File: src/rtl/bra_pkg.sv
// ----------------------------------------------------------------------------
// bra_pkg
// Shared codes, widths and the request plan passed from the front end to the
// command sequencer of the block residency and allocator.
// ----------------------------------------------------------------------------
package bra_pkg;

    localparam int ADDR_BITS_DEFAULT = 32;
    localparam int ADDR_BITS_MAX     = 64;
    localparam int FIELD_BITS        = 32;
    localparam int OP_BITS           = 3;
    localparam int CMD_BITS          = 3;
    localparam int CHUNK_BITS        = 16;
    localparam int QUEUE_DEPTH       = 2;

    localparam logic [CHUNK_BITS-1:0] CHUNK_RESET = 16'd100;
    localparam logic [FIELD_BITS-1:0] ROOT_BLOCK  = 32'd1;
    localparam logic [FIELD_BITS-1:0] FIRST_FREE  = 32'd2;
    localparam logic [FIELD_BITS-1:0] INFO_BLOCK  = 32'd0;

    // Operation codes
    localparam logic [OP_BITS-1:0] OP_SWITCH  = 3'd0;
    localparam logic [OP_BITS-1:0] OP_DIRTY   = 3'd1;
    localparam logic [OP_BITS-1:0] OP_MOUNT   = 3'd2;
    localparam logic [OP_BITS-1:0] OP_UNMOUNT = 3'd3;
    localparam logic [OP_BITS-1:0] OP_FORMAT  = 3'd4;

    // Storage command codes
    localparam logic [CMD_BITS-1:0] CMD_DONE  = 3'd0;
    localparam logic [CMD_BITS-1:0] CMD_READ  = 3'd1;
    localparam logic [CMD_BITS-1:0] CMD_WRITE = 3'd2;
    localparam logic [CMD_BITS-1:0] CMD_INFO  = 3'd3;
    localparam logic [CMD_BITS-1:0] CMD_BLANK = 3'd4;

    localparam int IN_DATA_BITS  = 160;
    localparam int OUT_DATA_BITS = 136;

    // Everything the sequencer needs to issue one request's commands.
    typedef struct packed {
        logic [1:0]            n_cmds;
        logic [CMD_BITS-1:0]   cmd_a;
        logic [FIELD_BITS-1:0] addr_a;
        logic [CMD_BITS-1:0]   cmd_b;
        logic [FIELD_BITS-1:0] addr_b;
        logic [FIELD_BITS-1:0] info_start;
        logic [FIELD_BITS-1:0] info_free;
        logic [FIELD_BITS-1:0] info_end;
        logic [FIELD_BITS-1:0] done_addr;
        logic                  past_end;
    } plan_t;

endpackage

File: src/rtl/bra_front.sv
// ----------------------------------------------------------------------------
// bra_front
// Accepts requests, updates the residency and allocator state and turns each
// request into a plan of storage commands.
// ----------------------------------------------------------------------------
module bra_front #(
    parameter int BLOCK_ADDR_BITS = bra_pkg::ADDR_BITS_DEFAULT
) (
    input  logic                             clk,
    input  logic                             rst_n,
    input  logic                             cfg_we,
    input  logic [bra_pkg::CHUNK_BITS-1:0]   cfg_wdata,
    input  logic                             req_valid,
    input  logic [bra_pkg::OP_BITS-1:0]      operation,
    input  logic [bra_pkg::FIELD_BITS-1:0]   target_block,
    input  logic [bra_pkg::FIELD_BITS-1:0]   mounted_start,
    input  logic [bra_pkg::FIELD_BITS-1:0]   mounted_free,
    input  logic [bra_pkg::FIELD_BITS-1:0]   mounted_end,
    input  logic [bra_pkg::FIELD_BITS-1:0]   disk_blocks,
    input  logic                             queue_full,
    output logic                             push,
    output bra_pkg::plan_t                   plan
);
    import bra_pkg::*;

    localparam int AB = BLOCK_ADDR_BITS;
    localparam int CW = BLOCK_ADDR_BITS + CHUNK_BITS;

    logic [CHUNK_BITS-1:0] chunk_reg, chunk_next;
    logic [AB-1:0] root_reg, root_next;
    logic [AB-1:0] free_reg, free_next;
    logic [AB-1:0] end_reg, end_next;
    logic [AB-1:0] cursor_reg, cursor_next;
    logic [AB-1:0] res_reg, res_next;
    logic          dirty_reg, dirty_next;

    logic [AB-1:0] target;
    logic [AB-1:0] diff;
    logic [AB-1:0] grown_free;
    logic          need_wb;
    logic          reserve;
    logic          past;
    logic          has_second;
    logic [CMD_BITS-1:0]   second_cmd;
    logic [AB-1:0]         second_addr;

    function automatic logic [AB-1:0] to_addr(input logic [FIELD_BITS-1:0] v);
        logic [ADDR_BITS_MAX-1:0] w;
        begin
            w = ADDR_BITS_MAX'(v);
            return w[AB-1:0];
        end
    endfunction

    function automatic logic [FIELD_BITS-1:0] to_field(input logic [AB-1:0] v);
        logic [ADDR_BITS_MAX-1:0] w;
        begin
            w = ADDR_BITS_MAX'(v);
            return w[FIELD_BITS-1:0];
        end
    endfunction

    assign push   = req_valid && !queue_full;
    assign target = to_addr(target_block);
    assign diff   = end_reg - free_reg;
    assign need_wb = dirty_reg && (res_reg != '0);
    assign reserve = (cursor_reg == free_reg) && (free_reg < end_reg);
    assign grown_free = AB'(CW'(free_reg) + CW'(chunk_reg));

    always_comb
    begin
        chunk_next  = cfg_we ? cfg_wdata : chunk_reg;
        root_next   = root_reg;
        free_next   = free_reg;
        end_next    = end_reg;
        cursor_next = cursor_reg;
        res_next    = res_reg;
        dirty_next  = dirty_reg;
        past        = 1'b0;
        has_second  = 1'b0;
        second_cmd  = CMD_DONE;
        second_addr = '0;
        plan.n_cmds = 2'd0;

        case (operation)
            OP_SWITCH:
            begin
                if (!(target != '0 && target == res_reg))
                begin
                    if (target != '0)
                    begin
                        has_second  = 1'b1;
                        second_cmd  = CMD_READ;
                        second_addr = target;
                        dirty_next  = 1'b0;
                        res_next    = target;
                    end
                    else
                    begin
                        if (reserve)
                        begin
                            has_second  = 1'b1;
                            second_cmd  = CMD_INFO;
                            second_addr = AB'(INFO_BLOCK);
                            free_next   = (CW'(diff) > CW'(chunk_reg)) ? grown_free : end_reg;
                        end
                        past        = cursor_reg >= end_reg;
                        cursor_next = cursor_reg + 1'b1;
                        dirty_next  = 1'b1;
                        res_next    = cursor_reg;
                    end
                    plan.n_cmds = 2'(has_second) + 2'(need_wb);
                end
            end
            OP_DIRTY:
            begin
                dirty_next = 1'b1;
            end
            OP_MOUNT:
            begin
                root_next   = to_addr(mounted_start);
                free_next   = to_addr(mounted_free);
                end_next    = to_addr(mounted_end);
                cursor_next = to_addr(mounted_free);
                has_second  = 1'b1;
                second_cmd  = CMD_READ;
                second_addr = AB'(INFO_BLOCK);
                plan.n_cmds = 2'd1;
            end
            OP_UNMOUNT:
            begin
                if (free_reg > cursor_reg)
                begin
                    free_next = cursor_reg;
                end
                has_second  = 1'b1;
                second_cmd  = CMD_INFO;
                second_addr = AB'(INFO_BLOCK);
                plan.n_cmds = 2'd1 + 2'(need_wb);
            end
            OP_FORMAT:
            begin
                root_next   = AB'(ROOT_BLOCK);
                free_next   = AB'(FIRST_FREE);
                cursor_next = AB'(FIRST_FREE);
                end_next    = to_addr(disk_blocks);
                plan.n_cmds = 2'd2;
            end
            default:
            begin
                plan.n_cmds = 2'd0;
            end
        endcase

        if (!push)
        begin
            root_next   = root_reg;
            free_next   = free_reg;
            end_next    = end_reg;
            cursor_next = cursor_reg;
            res_next    = res_reg;
            dirty_next  = dirty_reg;
        end

        // The write-back, when present, always goes ahead of the other command.
        if (operation == OP_FORMAT)
        begin
            plan.cmd_a  = CMD_BLANK;
            plan.addr_a = ROOT_BLOCK;
            plan.cmd_b  = CMD_INFO;
            plan.addr_b = INFO_BLOCK;
        end
        else if (need_wb && operation != OP_MOUNT)
        begin
            plan.cmd_a  = CMD_WRITE;
            plan.addr_a = to_field(res_reg);
            plan.cmd_b  = second_cmd;
            plan.addr_b = to_field(second_addr);
        end
        else
        begin
            plan.cmd_a  = second_cmd;
            plan.addr_a = to_field(second_addr);
            plan.cmd_b  = CMD_DONE;
            plan.addr_b = '0;
        end

        // Info contents and the done address are taken after this request's update.
        plan.info_start = to_field(root_next);
        plan.info_free  = to_field(free_next);
        plan.info_end   = to_field(end_next);
        plan.done_addr  = to_field(res_next);
        plan.past_end   = past;
    end

    always_ff @(posedge clk or negedge rst_n)
    begin
        if (!rst_n)
        begin
            chunk_reg  <= CHUNK_RESET;
            root_reg   <= '0;
            free_reg   <= '0;
            end_reg    <= '0;
            cursor_reg <= '0;
            res_reg    <= '0;
            dirty_reg  <= 1'b0;
        end
        else
        begin
            chunk_reg  <= chunk_next;
            root_reg   <= root_next;
            free_reg   <= free_next;
            end_reg    <= end_next;
            cursor_reg <= cursor_next;
            res_reg    <= res_next;
            dirty_reg  <= dirty_next;
        end
    end

    a_format_state: assert property (@(posedge clk) disable iff (!rst_n)
        push && operation == OP_FORMAT |=>
            free_reg == AB'(FIRST_FREE) && cursor_reg == AB'(FIRST_FREE))
        else $error("format did not set the free pointer and cursor");

    a_reserve_clamped: assert property (@(posedge clk) disable iff (!rst_n)
        push && operation == OP_SWITCH && target == '0 && reserve |=>
            free_reg <= end_reg && free_reg > $past(free_reg))
        else $error("chunk reservation left the disk range");

endmodule

File: src/rtl/bra_queue.sv
// ----------------------------------------------------------------------------
// bra_queue
// Short plan queue between the front end and the command sequencer.
// ----------------------------------------------------------------------------
module bra_queue #(
    parameter int DEPTH = bra_pkg::QUEUE_DEPTH
) (
    input  logic            clk,
    input  logic            rst_n,
    input  logic            push,
    input  bra_pkg::plan_t  push_data,
    output logic            full,
    input  logic            pop,
    output logic            empty,
    output bra_pkg::plan_t  head
);
    import bra_pkg::*;

    localparam int PW = (DEPTH > 1) ? $clog2(DEPTH) : 1;
    localparam int CNTW = $clog2(DEPTH + 1);

    plan_t            slots_reg [DEPTH];
    logic [PW-1:0]    wr_ptr_reg, wr_ptr_next;
    logic [PW-1:0]    rd_ptr_reg, rd_ptr_next;
    logic [CNTW-1:0]  count_reg, count_next;

    assign full  = (count_reg == CNTW'(DEPTH));
    assign empty = (count_reg == '0);
    assign head  = slots_reg[rd_ptr_reg];

    always_comb
    begin
        wr_ptr_next = wr_ptr_reg;
        rd_ptr_next = rd_ptr_reg;
        if (push)
        begin
            wr_ptr_next = (wr_ptr_reg == PW'(DEPTH - 1)) ? '0 : wr_ptr_reg + 1'b1;
        end
        if (pop)
        begin
            rd_ptr_next = (rd_ptr_reg == PW'(DEPTH - 1)) ? '0 : rd_ptr_reg + 1'b1;
        end
        count_next = count_reg + CNTW'(push) - CNTW'(pop);
    end

    always_ff @(posedge clk)
    begin
        if (push)
        begin
            slots_reg[wr_ptr_reg] <= push_data;
        end
    end

    always_ff @(posedge clk or negedge rst_n)
    begin
        if (!rst_n)
        begin
            wr_ptr_reg <= '0;
            rd_ptr_reg <= '0;
            count_reg  <= '0;
        end
        else
        begin
            wr_ptr_reg <= wr_ptr_next;
            rd_ptr_reg <= rd_ptr_next;
            count_reg  <= count_next;
        end
    end

    a_no_overflow: assert property (@(posedge clk) disable iff (!rst_n)
        count_reg <= CNTW'(DEPTH) && !(push && full) && !(pop && empty))
        else $error("plan queue overflow or underflow");

endmodule

File: src/rtl/bra_back.sv
// ----------------------------------------------------------------------------
// bra_back
// Command sequencer: walks the plan at the queue head and issues one result
// per cycle, while the output is not stalled, through a registered output stage.
// ----------------------------------------------------------------------------
module bra_back (
    input  logic                                clk,
    input  logic                                rst_n,
    input  logic                                empty,
    input  bra_pkg::plan_t                      head,
    output logic                                pop,
    output logic                                m_tvalid,
    input  logic                                m_tready,
    output logic [bra_pkg::OUT_DATA_BITS-1:0]   m_tdata,
    output logic [bra_pkg::CMD_BITS-1:0]        m_tuser,
    output logic                                m_tlast
);
    import bra_pkg::*;

    logic [1:0]               idx_reg, idx_next;
    logic                     valid_reg, valid_next;
    logic [OUT_DATA_BITS-1:0] data_reg, data_next;
    logic [CMD_BITS-1:0]      cmd_reg, cmd_next;
    logic                     last_reg, last_next;

    logic                     load;
    logic                     emit;
    logic                     is_done;
    logic                     is_info;
    logic [FIELD_BITS-1:0]    addr;

    assign load    = !valid_reg || m_tready;
    assign emit    = load && !empty;
    assign is_done = (idx_reg == head.n_cmds);
    assign pop     = emit && is_done;

    always_comb
    begin
        if (is_done)
        begin
            cmd_next = CMD_DONE;
            addr     = head.done_addr;
        end
        else if (idx_reg == 2'd0)
        begin
            cmd_next = head.cmd_a;
            addr     = head.addr_a;
        end
        else
        begin
            cmd_next = head.cmd_b;
            addr     = head.addr_b;
        end
        is_info = (cmd_next == CMD_INFO);

        // Info contents are zero on every result except the info write.
        data_next = {7'd0,
                     is_done && head.past_end,
                     is_info ? head.info_end   : 32'd0,
                     is_info ? head.info_free  : 32'd0,
                     is_info ? head.info_start : 32'd0,
                     addr};
        last_next = is_done;

        if (emit)
        begin
            idx_next   = is_done ? 2'd0 : idx_reg + 2'd1;
            valid_next = 1'b1;
        end
        else
        begin
            idx_next   = idx_reg;
            valid_next = m_tready ? 1'b0 : valid_reg;
        end
    end

    always_ff @(posedge clk)
    begin
        if (emit)
        begin
            data_reg <= data_next;
            cmd_reg  <= cmd_next;
            last_reg <= last_next;
        end
    end

    always_ff @(posedge clk or negedge rst_n)
    begin
        if (!rst_n)
        begin
            idx_reg   <= 2'd0;
            valid_reg <= 1'b0;
        end
        else
        begin
            idx_reg   <= idx_next;
            valid_reg <= valid_next;
        end
    end

    assign m_tvalid = valid_reg;
    assign m_tdata  = data_reg;
    assign m_tuser  = cmd_reg;
    assign m_tlast  = last_reg;

    a_idx_in_plan: assert property (@(posedge clk) disable iff (!rst_n)
        !empty |-> idx_reg <= head.n_cmds)
        else $error("sequencer index beyond the plan");

    a_last_is_done: assert property (@(posedge clk) disable iff (!rst_n)
        valid_reg |-> (last_reg == (cmd_reg == CMD_DONE)))
        else $error("last flag does not match the done command");

    a_idx_rewinds: assert property (@(posedge clk) disable iff (!rst_n)
        pop |=> idx_reg == 2'd0)
        else $error("sequencer index not rewound after a request");

endmodule

File: src/rtl/block_residency_and_allocator.sv
// ----------------------------------------------------------------------------
// block_residency_and_allocator
// Single resident write-back block controller with a chunked block allocator.
// ----------------------------------------------------------------------------
// Each request produces its storage commands (write-back, read, info write,
// blank root) followed by one done result carrying tlast, so one request
// yields one to three results. The front end updates all state in the cycle a
// request is accepted and can take a new request every cycle while its
// two-entry plan queue has room; the command sequencer then issues one result
// per cycle while the output is not stalled, each request holding the output
// until all of its results are taken, and that sequencer sets the sustained rate.
module block_residency_and_allocator #(
    parameter int BLOCK_ADDR_BITS = bra_pkg::ADDR_BITS_DEFAULT
) (
    input  logic                                clk,
    input  logic                                rst_n,
    input  logic                                cfg_we,
    input  logic [bra_pkg::CHUNK_BITS-1:0]      cfg_wdata,    // checkout_chunk
    input  logic                                s_tvalid,
    output logic                                s_tready,
    // target_block, mounted_start, mounted_free, mounted_end, disk_blocks
    input  logic [bra_pkg::IN_DATA_BITS-1:0]    s_tdata,
    input  logic [bra_pkg::OP_BITS-1:0]         s_tuser,      // operation
    output logic                                m_tvalid,
    input  logic                                m_tready,
    // block_address, info_start_out, info_free_out, info_end_out, past_end
    output logic [bra_pkg::OUT_DATA_BITS-1:0]   m_tdata,
    output logic [bra_pkg::CMD_BITS-1:0]        m_tuser,      // command
    output logic                                m_tlast       // last
);
    import bra_pkg::*;

    logic  push;
    logic  pop;
    logic  full;
    logic  empty;
    plan_t plan;
    plan_t head;

    assign s_tready = !full;

    bra_front #(
        .BLOCK_ADDR_BITS (BLOCK_ADDR_BITS)
    ) u_front (
        .clk           (clk),
        .rst_n         (rst_n),
        .cfg_we        (cfg_we),
        .cfg_wdata     (cfg_wdata),
        .req_valid     (s_tvalid),
        .operation     (s_tuser),
        .target_block  (s_tdata[31:0]),
        .mounted_start (s_tdata[63:32]),
        .mounted_free  (s_tdata[95:64]),
        .mounted_end   (s_tdata[127:96]),
        .disk_blocks   (s_tdata[159:128]),
        .queue_full    (full),
        .push          (push),
        .plan          (plan)
    );

    bra_queue #(
        .DEPTH (QUEUE_DEPTH)
    ) u_queue (
        .clk       (clk),
        .rst_n     (rst_n),
        .push      (push),
        .push_data (plan),
        .full      (full),
        .pop       (pop),
        .empty     (empty),
        .head      (head)
    );

    bra_back u_back (
        .clk      (clk),
        .rst_n    (rst_n),
        .empty    (empty),
        .head     (head),
        .pop      (pop),
        .m_tvalid (m_tvalid),
        .m_tready (m_tready),
        .m_tdata  (m_tdata),
        .m_tuser  (m_tuser),
        .m_tlast  (m_tlast)
    );

endmodule

File: config.mk
export PLATFORM = sky130hd
export DESIGN_NAME = block_residency_and_allocator
export DESIGN_NICKNAME = d
export VERILOG_FILES = /design/src/rtl/bra_pkg.sv /design/src/rtl/bra_front.sv /design/src/rtl/bra_queue.sv /design/src/rtl/bra_back.sv /design/src/rtl/block_residency_and_allocator.sv
export SDC_FILE = /design/constraint.sdc
export NUM_CORES = 1
export LEC_CHECK = 0
export BUFFER_PORTS_ARGS = -buffer_cell sky130_fd_sc_hd__buf_4
export CELL_PAD_IN_SITES_DETAIL_PLACEMENT = 0
export CELL_PAD_IN_SITES_GLOBAL_PLACEMENT = 1
export CORE_MARGIN = 2
export CORE_UTILIZATION = 49
export CTS_CLUSTER_DIAMETER = 120
export DETAILED_ROUTE_END_ITERATION = 7
export PLACE_DENSITY_LB_ADDON = 0.1
export SYNTH_ARGS = -nofsm -noshare
export SYNTH_HDL_FRONTEND = slang
export SYNTH_SLANG_ARGS = --single-unit
File: constraint.sdc
create_clock -name clk -period 11.9 [get_ports clk]
set_input_delay 2.38 -clock clk [delete_from_list [all_inputs] [get_ports clk]]
set_output_delay 2.38 -clock clk [all_outputs]
set_load 0.005 [all_outputs]
# Word-level counts from Yosys, hierarchy flattened
# Memories as Yosys holds them, arrays and structs flattened.
# Cells that the tools add are included.
[op_classes]
order_cmp = 4
muxes = 50
add_sub_neg = 10
eq_ne = 12
n_reduce_logical = 22
[ops]
columns = ["cell", "n"]
rows = [
  ["$mux W32", 19],
  ["$mux W70", 2],
  ["$pmux W32 S2", 2],
  ["$pmux W32 S4", 1],
  ["$pmux W32 S3", 1],
  ["$eq A32 B32 Y1", 2],
  ["$reduce_bool A32 Y1", 2],
  ["$add A32 B1 Y32 const B", 1],
  ["$add A32 B16 Y32", 1],
  ["$ge A32 B32 Y1", 1],
  ["$gt A32 B16 Y1", 1],
  ["$gt A32 B32 Y1", 1],
  ["$lt A32 B32 Y1", 1],
  ["$sub A32 B32 Y32", 1],
  ["$mux W1", 15],
  ["$mux W3", 4],
  ["$eq A3 B2 Y1 const B", 3],
  ["$pmux W3 S3", 1],
  ["$logic_and A1 B1 Y1", 8],
  ["$pmux W2 S4", 1],
  ["$mux W2", 3],
  ["$logic_not A2 Y1", 2],
  ["$ne A2 B2 Y1 const B", 2],
  ["$reduce_and A4 Y1", 1],
  ["other kinds (18)", 22],
]
[word_totals]
mem_bits_rw = 402
ff_bits = 317
in_bits = 184
mem_count = 1
word_cells = 115
out_inout_bits = 142
[mem_list]
columns = ["name", "words", "width", "rd", "rd_ports_with_merged_regs", "wr", "line_no", "text"]
rows = [
  ["u_queue.slots_reg", 2, 201, 1, 0, 1, "bra_queue.sv:22", "plan_t slots_reg [DEPTH];"],
]

# Longest topological paths before layout
[depth]
depth_word = 9
depth_mapped = 25
depth_no_buf = 23

# Cells and area by module
# From an unflattened synthesis, not the netlist that was laid out.
[unflattened]
hier_cells = 2863
area_unflattened_um2 = 35137.4
[modules_own_cells]
columns = ["mod", "cells_per_inst", "seq_area_each_um2", "instances", "area_per_inst_um2"]
rows = [
  ["bra_queue", 640, 12171.7, 1, 14725.4],
  ["bra_front", 1829, 4433.0, 1, 14686.6],
  ["bra_back", 393, 4068.9, 1, 5721.7],
  ["block_residency_and_allocator", 1, 0.0, 1, 3.8],
]

# Worst setup path before layout
# No wires, ideal clock.
[synth_timing]
path_type = "input to register"
startpoint = "in s_tvalid"
endpoint = "mem u_queue.slots_reg[0][0] (netlist name), enable pin"
setup_slack_ns = 0.008
setup_ns = 0.764
required_time_ns = 11.136
cell_stages = 4
n_path_buf = 2
t_arrival_ns = 11.128
path_cell_list = "nand2_1 > clkbuf_1 > clkbuf_1 > nor2_1"
[synth_via]
elab_chain_len = 3
[synth_lines]
columns = ["element", "line_no", "text"]
rows = [
  ["from (decl)", "block_residency_and_allocator.sv:19", "input logic s_tvalid,"],
  ["$logic_and A1 B1 Y1", "bra_front.sv:63", "assign push = req_valid && !queue_full;"],
  ["$mux W1", "bra_queue.sv:48", "if (push)"],
  ["$mux W1 (not written as such)", "bra_queue.sv:50", "slots_reg[wr_ptr_reg] <= push_data;"],
  ["to (decl)", "bra_queue.sv:22", ""],
]
# Every way passes these cells.

==> impl_metrics.py <==
metrics = {
    "global_route": {
        "grt_max_degree": 87,
        "grtUsageTotal_pct": 28.5,
        "grt_antenna_before_repair": 1,
        "grt_pass1_wl_um": 153000,
        "grt_pass1_vias": 24400,
        "grt_remaining_overflow": 0,
    },
    "power": {
        "powerDensity_mw_per_mm2": 285,
        "ir_worst_vdd_mv": 0.150,
        "p_clk_share_pct": 21.4,
        "pwr-share-seq_pct": 38.7,
        "power.switching_mw": 4.44,
        "internal_power_mw": 7.03,
        "total_power_mw": 11.5,
        "switching_share_pct": 38.7,
        "leakagePower_nw": 16.1,
        "power_frac_comb_pct": 39.9,
    },
    "logic_synthesis": {
        "synth-seq-cells": 717,
        "synth.most_common_cell": "edfxtp_1",
        "synth_simple_gate_area_share_pct": 9.48,
        "synth_top_family_by_area": "compound AO/OA/AOI/OAI gates",
        "synth_top_area_share_pct": 46.6,
        "yosysSeqAreaShare_pct": 60.0,
        "yosysWarnings": 0,
        "netlist_area_mm2": 0.0343,
        "synth_area_leaders": "edfxtp_1 47%, dfrtp_1 13%, ha_1 4.8%",
        "async_flop_share_pct": 25.7,
        "synth_xor_area_share_pct": 1.99,
        "yosys.area_share.adder_pct": 4.96,
        "synth_ff_type": "edfxtp_1",
        "synth_common_cells": "533 x edfxtp_1, 243 x nor2_1, 212 x nand2_1",
        "synthDistinctLibCells": 86,
        "muxShareOfSynthArea_pct": 6.42,
        "synth-compound-area-share_pct": 13.7,
        "syn_area_per_cell_um2": 12.1,
        "netlist_instances": 2838,
        "synth_enable_flop_cells": 533,
        "yosys.area.top_type": "edfxtp_1",
    },
    "status": {
        "status": "finished, final reports clean",
    },
    "sta": {
        "slew_violations": 0,
        "slew_headroom_pct": 13.6,
        "rsz0062_at_grt": "no",
        "setup_viol": 0,
        "fmax_ghz": 0.158,
        "fin_skew_ns": 0.0254,
        "finalSetupTns_ns": 0,
        "tightest_slew_ns": 1.29,
        "layout_min_cycle_time_ns": 6.34,
        "hold_violations": 0,
        "finalCritPeriodShare_pct": 53.3,
    },
    "min_path": {
        "min_path_type": "flop to flop",
    },
    "drt": {
        "vias": 24500,
        "ant_nets": 0,
        "finalWirelength_um": 103000,
        "avgViaCountPerCell": 5.92,
        "route.detailed.drc": 0,
        "drtPass1Iterations": 7,
        "routedWlPerCell_um": 24.9,
        "drt_iter0_drc": 2082,
    },
    "cts": {
        "clock_latency_ns": 0.63,
        "clock_sinks": 717,
        "cts_setup_buffers": 0,
        "post_cts_resized": 0,
        "h-tree-depth": 3,
        "numCtsBuffers": 78,
        "cts_root_buf": "clkbuf_16",
        "path_clk_slew_ns": 0.06,
        "cts_tree": "built",
        "hold_buffers": 0,
        "clockBufferDepth": 3,
    },
    "worst_setup_path": {
        "cp.required_ns": 12.21,
        "cpPeakStageDelay_ns": 0.81,
        "critPathKind": "flop to flop",
        "cp_cell_sequence": "inv_1 > ha_1 > a21oi_1 > a21bo_2 > o21a_1 > a21oi_1 > xnor2_1 > ha_1 > nand2_1 > nor2_1 > a211oi_1 > o21ai_0 > o31ai_1 > nand4_1 > a2111oi_4 > nand4_4 > o21ai_0 > o21ai_1",
        "cp_data_arrival_time_ns": 6.65,
        "worst_setup_path_start_kind": "flop",
        "crit_fanout": 62,
        "path_buf_inv": 1,
        "cp_slowest_cell": "nand4_4",
        "endpoint_kind": "flop",
        "crit_family": "compound AO/OA/AOI/OAI gates",
    },
    "finish": {
        "utilization_pct": 57.8,
        "drive_gt1_share_pct": 17.4,
        "syn_to_final_growth_pct": 17.3,
        "layout.nets": 3447,
        "fillerInstances": 5904,
        "largest_reg_flops": 400,
    },
    "placed_design": {
        "io_buffers": 318,
        "place_congestion": 0.925,
        "hpwl_um": 72900,
    },
    "floorplanning": {
        "rows": 97,
        "fp.dieH_um": 269,
        "die_w_um": 269,
        "die_area_mm2": 0.0722,
        "core_mm2": 0.0697,
        "start_util_pct": 49.3,
        "ios": 326,
    },
    "flow_run": {
        "cap_viol_max_count": 0,
    },
}
## cell usage in the layout (no fill, tap or decap), types with 35 or more instances in the layout
master     count
a21oi_1      191
dfrtp_1      180
xor2_1        44
nand4_1       35
a22o_1        67
nand2_1      211
ha_1         133
and3_1        46
clkbuf_16     79
inv_1        135
buf_4        353
o21ai_0      191
edfxtp_1     533
mux2i_1      139
a22oi_1       60
nor2_1       235
## per-layer routing
layer	global-route usage, %	vias up	share of wire [%]
met1	38.5	12400	42
met3	3.07	134	5.0
met2	48.7	756	50
met4	8.51	2	2.6
met5	0	-	0.0078
li1	-	11200	-
## metrics by stage
step           hold WS (ns)  worst slack (ns)  cell area [µm²]  cells
3_3_place_gp          0.486              5.57            37700   3988
5_1_grt               0.517              5.24            40300   4133
3_5_place_dp          0.501              5.38            37700   3988
4_1_cts               0.512              5.60            40300   4133
6_report              0.515              5.56            40300   4134
2_1_floorplan         0.447           0.00803            34400   2844
## worst reg2reg max path: stages (launching register included)
cell and delay (ns):
dfrtp_1 0.52, inv_1 0.09, ha_1 0.38, a21oi_1 0.32, a21bo_2 0.27, o21a_1 0.13
a21oi_1 0.43, xnor2_1 0.18, ha_1 0.28, nand2_1 0.08, nor2_1 0.04, a211oi_1 0.19
o21ai_0 0.10, o31ai_1 0.59, nand4_1 0.25, a2111oi_4 0.42, nand4_4 0.81, o21ai_0 0.79
o21ai_1 0.16
## cells by family (layout without fill, tap and decap cells)
group / after synthesis / count (layout)
fa+ha+maj: 135 / 135
flops: 717 / 717
compound gates: 738 / 738
other cells: 1 / 8
mux: 177 / 177
buf+inv: 287 / 636
xor+xnor: 78 / 78
simple gates: 705 / 705
## area by class of cell
cell class              instances  area [µm²]  share of cell area, %
diodes                          1        2.50                0.00622
clock buffers                 106        2160                   5.36
clock inverters                39         439                   1.09
inverters                     137         514                   1.28
multi-input cells            1840       12700                   31.5
flip-flops and latches        717       20600                   51.2
well taps                     940        1180                   2.92
repair buffers                354        2660                   6.62
## power by group through the flow
stage | Combinational [mW] | Clock (mW) | Sequential [mW]
after floorplan | 2.97 | 0 | 4.37
after global placement | 4.54 | 0 | 4.45
after detailed placement | 4.59 | 0 | 4.48
after CTS | 4.62 | 2.49 | 4.43
after global routing | 5.05 | 2.59 | 4.52
final | 4.58 | 2.45 | 4.44
## worst paths after layout
| check | cells past startpoint | slack [ns] | end | startpoint |
|---|---|---|---|---|
| max in group asynchronous | 2 | 8.62 | u_front.res_reg[9] | rst_n |
| setup reg to reg | 18 | 5.56 | u_queue.slots_reg[1][72] | u_front.free_reg[6] |
| min in group asynchronous | 1 | 1.80 | u_front.root_reg[9] | rst_n |
| hold reg to reg | 1 | 0.52 | u_queue.count_reg[1] | u_queue.count_reg[1] |
| hold / removal | 1 | 0.52 | u_queue.count_reg[1] | u_queue.count_reg[1] |
| setup / recovery | 18 | 5.56 | u_queue.slots_reg[1][72] | u_front.free_reg[6] |
Power figures use the tool's default switching activity.
